`config.mk`:
```
export PLATFORM = sky130hd
export DESIGN_NAME = grr_rem_unit
export DESIGN_NICKNAME = d
export VERILOG_FILES = /design/src/design/grr_pkg.sv /design/src/design/grr_rem_unit.sv
export SDC_FILE = /design/constraint.sdc
export NUM_CORES = 1
export LEC_CHECK = 0
export BUFFER_PORTS_ARGS = -buffer_cell sky130_fd_sc_hd__buf_2
export CORE_ASPECT_RATIO = 0.9
export CORE_MARGIN = 4
export CORE_UTILIZATION = 40
export CTS_CLUSTER_SIZE = 12
export DETAILED_ROUTE_END_ITERATION = 6
export PLACE_DENSITY = 0.65
export SLEW_MARGIN = 15
export SYNTH_ARGS = -nofsm -noshare
export SYNTH_HDL_FRONTEND = slang
export SYNTH_SLANG_ARGS = --single-unit
```
`constraint.sdc`:
```
create_clock -name clk -period 2.9 [get_ports clk]
set_input_delay 0.29 -clock clk [delete_from_list [all_inputs] [get_ports clk]]
set_output_delay 0.29 -clock clk [all_outputs]
set_load 0.05 [all_outputs]
```
`src/design/grr_pkg.sv`:
```
package grr_pkg;

  // Widths fixed by the register and field definitions.
  localparam int DIM_W   = 7;
  localparam int IDX_W   = 6;
  localparam int SHIFT_W = 31;
  // A ring is at most 2*(126+126) cells long.
  localparam int LEN_W   = 9;
  localparam int CNT_W   = $clog2(SHIFT_W);

  localparam logic CMD_WRITE = 1'b0;
  localparam logic CMD_READ  = 1'b1;

  localparam logic [1:0] REG_ROWS  = 2'd0;
  localparam logic [1:0] REG_COLS  = 2'd1;
  localparam logic [1:0] REG_SHIFT = 2'd2;

  typedef enum logic [2:0] {
    ST_IDLE,
    ST_CALC,
    ST_MOD,
    ST_MAP,
    ST_LOAD
  } state_t;

  typedef struct packed {
    logic [DIM_W-1:0] top;
    logic [DIM_W-1:0] bottom;
    logic [DIM_W-1:0] left;
    logic [DIM_W-1:0] right;
    logic [DIM_W-1:0] h;
    logic [DIM_W-1:0] w;
    logic [LEN_W-1:0] len;
    logic [LEN_W-1:0] pos;
  } ring_geom_t;

  // Handshake with the remainder unit.
  typedef struct packed {
    logic               start;
    logic [SHIFT_W-1:0] dividend;
    logic [LEN_W-1:0]   divisor;
  } rem_req_t;

  typedef struct packed {
    logic             done;
    logic [LEN_W-1:0] remainder;
  } rem_rsp_t;

endpackage

```
`src/design/grr_rem_unit.sv`:
```
module grr_rem_unit (
  input  logic               clk,
  input  logic               rst,
  input  grr_pkg::rem_req_t  req,
  output grr_pkg::rem_rsp_t  rsp
);

  logic                        running;
  logic [grr_pkg::CNT_W-1:0]   cnt;
  logic [grr_pkg::SHIFT_W-1:0] dvd;
  logic [grr_pkg::LEN_W-1:0]   divisor;
  logic [grr_pkg::LEN_W-1:0]   rem;
  logic                        done;
  logic [grr_pkg::LEN_W:0]     trial;

  // Restoring division, one dividend bit per cycle. The partial remainder
  // stays below the divisor, so the shifted value needs one extra bit.
  assign trial = {rem, dvd[grr_pkg::SHIFT_W-1]};

  always_ff @(posedge clk) begin
    if (rst) begin
      running <= 1'b0;
      done    <= 1'b0;
    end else begin
      done <= 1'b0;
      if (req.start) begin
        running <= 1'b1;
      end else if (running && cnt == '0) begin
        running <= 1'b0;
        done    <= 1'b1;
      end
    end
  end

  always_ff @(posedge clk) begin
    if (req.start) begin
      dvd     <= req.dividend;
      divisor <= req.divisor;
      rem     <= '0;
      cnt     <= grr_pkg::CNT_W'(grr_pkg::SHIFT_W - 1);
    end else if (running) begin
      dvd <= dvd << 1;
      cnt <= cnt - 1'b1;
      if (trial >= {1'b0, divisor}) begin
        rem <= grr_pkg::LEN_W'(trial - {1'b0, divisor});
      end else begin
        rem <= trial[grr_pkg::LEN_W-1:0];
      end
    end
  end

  assign rsp.done      = done;
  assign rsp.remainder = rem;

endmodule

```
==> metrics.yaml, run 1 <==
result_of_the_run: "complete, no violations"
start_util_pct: 41.1
setup_viol: 0
synth_area_sq_um: 2710
finalNetCount: 312
fin_crit_sh_pct: 85.3
maximum_achievable_frequency_mhz: 404
layout-drive-gt1-share_pct: 39.8
first_pass_grt_wire_length_um: 7850
sequential_share_of_the_synthesized_area_pct: 56.1
flow.area_growth_from_synthesis_pct: 16.1
maximum_number_of_pins_on_one_net_before_global_route_repair: 32
drt_wl_total_um: 4670
via_per_inst: 4.84
drt_pass1_iterations: 4
gp_congestion: 0.810
synth.ff_latch_count: 56
yosysMostFrequentCell: "sky130_fd_sc_hd__edfxtp_1"
timing.hold.worst_path_depth: 2
syn_inst: 205
cp-startpoint: "dvd[30]"
r2r.worst_path.cells: 10
yosys.area.top_type: "sky130_fd_sc_hd__edfxtp_1"
cts_tree: "done"
totalNegativeSetupSlack_ns: 0
critical_path_class: "reg2reg"
hold_slack_ns: 0.163
slew_headroom_pct: 66.4
globalRoute.totalOverflow: 0
hold_viol_final: 0
final-max-slew-violation-count: 0
first_global_vias: 1669
cts.sink_count: 56
worst-endpoint-arrival_ns: 2.65
synth_ff_type: "sky130_fd_sc_hd__edfxtp_1"
setup.worst_path.start_class: "flip-flop"
post-layout-total-power_w: 0.00172
detail_route.wl_per_cell_um: 13.4
timing.rr.end: "rem[4]"
cts_resized: 0
critical_path.reg2reg.startpoint: "dvd[30]"
final.fill_count: 644
fin_crit_ns: 2.47
power_leakage_nw: 1.31
floorplan.core_area_sq_um: 6590
holdPathEnd: "done"
synth_edf_count: 40
drt_first_iter_violations: 58
worst_hold_startpoint: "rst"
max_slew.worst_pin.slew_ns: 0.503
hpwlAfterDp_um: 3460
cts_setup_buffers: 0
max_rail_drop_vdd_v: 0.000209
cts-buffers-inserted: 5
buffer_ports.inserted: 52
synth_top_area_share_pct: 44.3
holdBufCountCts: 0
number_of_antenna_diodes: 0
row_count: 28
num_vias: 1688
synth_nets: 259
die_h_um: 86.1
gr-usage-all-layers_pct: 12.4
maxCapViolCount: 0
worst_skew_pair.late_latency_ns: 0.30
critPathRequiredTime_ns: 3.08
crit_path_max_fanout: 15
cts_root_buf: "sky130_fd_sc_hd__clkbuf_8"
timing.clock.skew_ns: 0.00983
maximum_level_of_the_cts_h_tree: 2
antenna_violating_nets_post_route: 0
chip_width_um: 94.8
clock_path_buffers: 2
async_flop_share_pct: 0
yosys-top-cells-area: "sky130_fd_sc_hd__edfxtp_1 (44%), sky130_fd_sc_hd__mux2_2 (12%), sky130_fd_sc_hd__dfxtp_1 (12%)"
clkSlewWorstSetupHoldPaths_ns: 0.10
io-pin-count: 53
antenna_found_initial: 0
yosysWarningCount: 0
holdCritPathClass: "in2reg"
synth_common_cells: "sky130_fd_sc_hd__edfxtp_1 (40), sky130_fd_sc_hd__mux2_2 (30), sky130_fd_sc_hd__dfxtp_1 (16), sky130_fd_sc_hd__inv_1 (16)"
critPathCaptureType: "flip-flop"
grt_setup_unrepaired: "false"
fp.dieArea_sq_um: 8160
synth.distinct_cells: 43
synth_area_per_cell_sq_um: 13.2
drt_drc_violations_left: 0
timing.reg2reg.setup_slack_ns: 0.43
power_per_standard_cell_area_nw_per_um2: 545
==> kinds of logic after synthesis <==
group | Yosys count | share of synthesized area, %
and+or+nand+nor | 38 | 7.39
buffers and inverters | 26 | 4.29
AOI/OAI and AO/OA | 31 | 10.0
muxes | 33 | 13.6
DFF | 56 | 56.1
adders and majority gates | 11 | 5.36
xor gates and xnor gates | 10 | 3.23
==> placed cells by master (no fill, tap or decap), types with 2 or more instances in the layout <==
master                     count
sky130_fd_sc_hd__a211o_1       3
sky130_fd_sc_hd__a211oi_1      2
sky130_fd_sc_hd__a211oi_2      2
sky130_fd_sc_hd__a21o_1        2
sky130_fd_sc_hd__a21oi_1       2
sky130_fd_sc_hd__a31oi_1       3
sky130_fd_sc_hd__a32oi_1       3
sky130_fd_sc_hd__and3_2        2
sky130_fd_sc_hd__buf_2        52
sky130_fd_sc_hd__buf_4         4
sky130_fd_sc_hd__clkbuf_8      5
sky130_fd_sc_hd__dfxtp_1      16
sky130_fd_sc_hd__edfxtp_1     40
sky130_fd_sc_hd__ha_1         10
sky130_fd_sc_hd__inv_1        16
sky130_fd_sc_hd__mux2_2       30
sky130_fd_sc_hd__mux2i_1       3
sky130_fd_sc_hd__nand2_1       5
sky130_fd_sc_hd__nand2b_1      6
sky130_fd_sc_hd__nand4_1       2
sky130_fd_sc_hd__nor2_1       10
sky130_fd_sc_hd__nor2b_1       2
sky130_fd_sc_hd__nor3_1        4
sky130_fd_sc_hd__o21ai_0       3
sky130_fd_sc_hd__o31ai_1       4
sky130_fd_sc_hd__xnor2_1       6
sky130_fd_sc_hd__xor2_1        4
==> worst max-delay path, stage by stage, from the launching register on <==
cell and delay, ns:
sky130_fd_sc_hd__edfxtp_1 0.39, sky130_fd_sc_hd__inv_1 0.07, sky130_fd_sc_hd__ha_1 0.16, sky130_fd_sc_hd__inv_1 0.07
sky130_fd_sc_hd__fa_1 0.41, sky130_fd_sc_hd__a211oi_2 0.30, sky130_fd_sc_hd__o31ai_4 0.13, sky130_fd_sc_hd__a211oi_4 0.24
sky130_fd_sc_hd__buf_4 0.23, sky130_fd_sc_hd__mux2i_1 0.26, sky130_fd_sc_hd__a211oi_2 0.09
==> sequential cells by signal (all words and copies together) (netlist names) <==
name,count
dvd,31
divisor,9
rem,9
cnt,5
done,1
running,1
==> area by class of cell <==
class	instances	area, sq um	area share [%]
clock buffer	5	68.8	2.19
sequential	56	1520	48.3
timing repair buffer	56	290	9.22
multi-input combinational	123	1070	34.1
tap	90	113	3.58
inverter	16	60.1	1.91
clock inverter	3	21.3	0.676
==> where the power goes <==
part,internal [W],leakage [nW],switching [W]
combinational,0.000146,0.741,0.000179
sequential,0.000938,0.531,0.0000289
clock,0.000171,0.0407,0.000252
total,0.00126,1.31,0.000460
==> stage by stage <==
stage	utilization (%)	cell area [sq um]	setup slack (ns)	cells
after floorplan	-	2710	0.454	205
after global placement	46.4	3060	0.495	341
after detailed placement	46.4	3060	0.419	341
after CTS	47.8	3150	0.412	349
after global routing	47.8	3150	0.250	349
final	47.8	3150	0.425	349
==> worst max path at each step <==
| stage | to | cells after the start | slack [ns] |
|---|---|---|---|
| floorplan | rem[4] | 8 | 0.45 |
| global placement | rem[4] | 10 | 0.49 |
| detailed placement | rem[4] | 10 | 0.42 |
| CTS | rem[4] | 10 | 0.41 |
| global route | rem[4] | 10 | 0.25 |
| finish | rem[4] | 10 | 0.43 |
==> metal layers <==
metal / up-vias / share of wire, % / global-route usage [%]
li1: 868 / - / -
met1: 786 / 49 / 17.5
met2: 30 / 46 / 19.2
met3: 4 / 3.7 / 2.72
met4: 0 / 1.2 / 3.93
met5: - / 0 / 0
Power figures use the tool's default switching activity.
==> run 2: changes to the inputs <==
- PLACE_DENSITY: 0.65 -> 0.67
- clock period: 2.9 -> 2 ns (I/O delays scaled with it)
==> metrics.yaml, run 2 (synthesis results as in run 1) <==
grt_setup_unrepaired: "true"
power.share.combinational_pct: 22.1
first_global_vias: 1770
first_pass_grt_wire_length_um: 8420
power_per_standard_cell_area_nw_per_um2: 771
max_slew.worst_pin.slew_ns: 0.461
antenna_violating_nets_post_route: 0
floorplan.core_area_sq_um: 6590
power_leakage_nw: 1.44
drt_first_iter_violations: 62
crit_path_cell_trace: "inv_1 -> ha_2 -> inv_2 -> fa_2 -> a211oi_4 -> o31ai_4 -> a211oi_4 -> buf_12 -> mux2i_1 -> a211oi_2"
gr-usage-all-layers_pct: 13.4
dp_cells: 360
fp.dieArea_sq_um: 8160
max_rail_drop_vdd_v: 0.000362
worst_skew_pair.late_latency_ns: 0.31
number_of_antenna_diodes: 0
holdBufCountCts: 0
setup_viol: 9
io-pin-count: 53
maximum_achievable_frequency_mhz: 443
drt_wl_total_um: 5100
setup.worst_path.start_class: "flip-flop"
setup_ws_ns: -0.255
cts.sink_count: 56
finalNonFillerCells: 370
max_flop_register: "dvd"
cp_slowest_cell: "sky130_fd_sc_hd__edfxtp_1"
hpwlAfterDp_um: 3860
fin_crit_sh_pct: 113
layout-drive-gt1-share_pct: 46.8
largest_register_ffs: 31
net-switching-power_w: 0.000701
critical_path_class: "reg2reg"
flow.area_growth_from_synthesis_pct: 24.3
num_vias: 1747
critPathRequiredTime_ns: 2.19
crit_path_frequent_cell: "sky130_fd_sc_hd__a211oi_4"
final_common_cell: "sky130_fd_sc_hd__buf_2"
maxCapViolCount: 0
worst_setup_slack_post_dpl_ns: -0.311
final_cell_mix: "sky130_fd_sc_hd__buf_2 (52), sky130_fd_sc_hd__edfxtp_1 (40), sky130_fd_sc_hd__mux2_2 (30)"
timing.clock.skew_ns: 0.00664
maximum_number_of_pins_on_one_net_before_global_route_repair: 35
cell_internal_pwr_w: 0.00189
drt_pass1_iterations: 4
buffer_ports.inserted: 52
clock_power_share_pct: 24.1
chip_width_um: 94.8
finalNetCount: 333
violations: "setup timing"
row_count: 28
hold_viol_final: 0
die_h_um: 86.1
crit_path_max_fanout: 10
detail_route.wl_per_cell_um: 13.8
final-max-slew-violation-count: 0
power.sequential.fraction_pct: 53.8
largest_registers: "dvd x31, divisor x9, rem x9"
max_stage_delay_ns: 0.39
clock_path_buffers: 2
antenna_found_initial: 0
worst-endpoint-arrival_ns: 2.44
cts-buffers-inserted: 5
fin_crit_ns: 2.26
cts_root_buf: "sky130_fd_sc_hd__clkbuf_8"
globalRoute.totalOverflow: 0
clkSlewWorstSetupHoldPaths_ns: 0.10
holdCritPathClass: "in2reg"
result_of_the_run: "finished, violations left"
power.share.switching_pct: 27.0
slew_headroom_pct: 69.1
gp_congestion: 0.882
start_util_pct: 41.1
cts_tree: "done"
via_per_inst: 4.72
drt_drc_violations_left: 0
critPathCaptureType: "flip-flop"
maximum_level_of_the_cts_h_tree: 2
run 2: cell count changes in the layout (fill, tap and decap cells not counted), moves of 3 or more:
cell	change
sky130_fd_sc_hd__buf_12	+3
sky130_fd_sc_hd__buf_4	+17
sky130_fd_sc_hd__dfxtp_1	-3
sky130_fd_sc_hd__dfxtp_2	+3
run 2: critical path, delay by kind of cell (launching register included):
| family | cells | cell delay, ns |
|---|---|---|
| AO/OA/AOI/OAI | 4 | 0.71 |
| adder cells (fa/ha/maj) | 2 | 0.55 |
| buffers and inverters | 3 | 0.27 |
| flip-flops | 1 | 0.39 |
| multiplexers | 1 | 0.21 |
run 2: area by class of cell:
type | instances | area [sq um]
fill | 622 | 3220
sequential | 56 | 1530
multi-input combinational | 123 | 1090
timing repair buffer | 77 | 489
tap | 90 | 113
clock buffer | 5 | 68.8
inverter | 16 | 60.1
clock inverter | 3 | 22.5
run 2: final timing paths:
check	startpoint	to	slack [ns]	cells after the start
setup / recovery	dvd[30]	rem[4]	-0.26	10
setup reg to reg	dvd[30]	rem[4]	-0.26	10
hold reg to reg	cnt[4]	done	0.48	1
hold / removal	rst	done	0.06	2
run 2: routing by layer:
layer,track usage [%],part of all wire (%),vias to the layer above
li1,-,-,899
met1,18.3,48,815
met2,21.8,48,31
met3,2.63,3.9,2
met4,3.54,0.73,0
met5,0,0,-
run 2: power groups by stage:
stage / Combinational, W / Clock, W / Sequential, W
global route: 0.000637 / 0.000696 / 0.00141
CTS: 0.000574 / 0.000651 / 0.00140
detailed placement: 0.000565 / 0 / 0.00142
finish: 0.000573 / 0.000625 / 0.00140
floorplan: 0.000328 / 0 / 0.00146
global placement: 0.000552 / 0 / 0.00142
run 2: stage by stage:
stage	power (W)	instance area (sq um)	hold WS, ns	TNS, ns	util (%)
2_1_floorplan	0.00179	2720	0.277	-1.90	-
3_3_place_gp	0.00197	3250	0.376	-2.00	49.4
3_5_place_dp	0.00199	3250	0.378	-2.52	49.4
4_1_cts	0.00262	3350	0.0515	-2.33	50.9
5_1_grt	0.00274	3370	0.0461	-3.33	51.1
6_report	0.00260	3370	0.0615	-2.05	51.1
run 2: timing repair:
item	CTS	global route
setup endpoints to repair	9	9
setup buffers	1	1
cloned	0	0
resized for setup	1	3
pin swaps	1	0
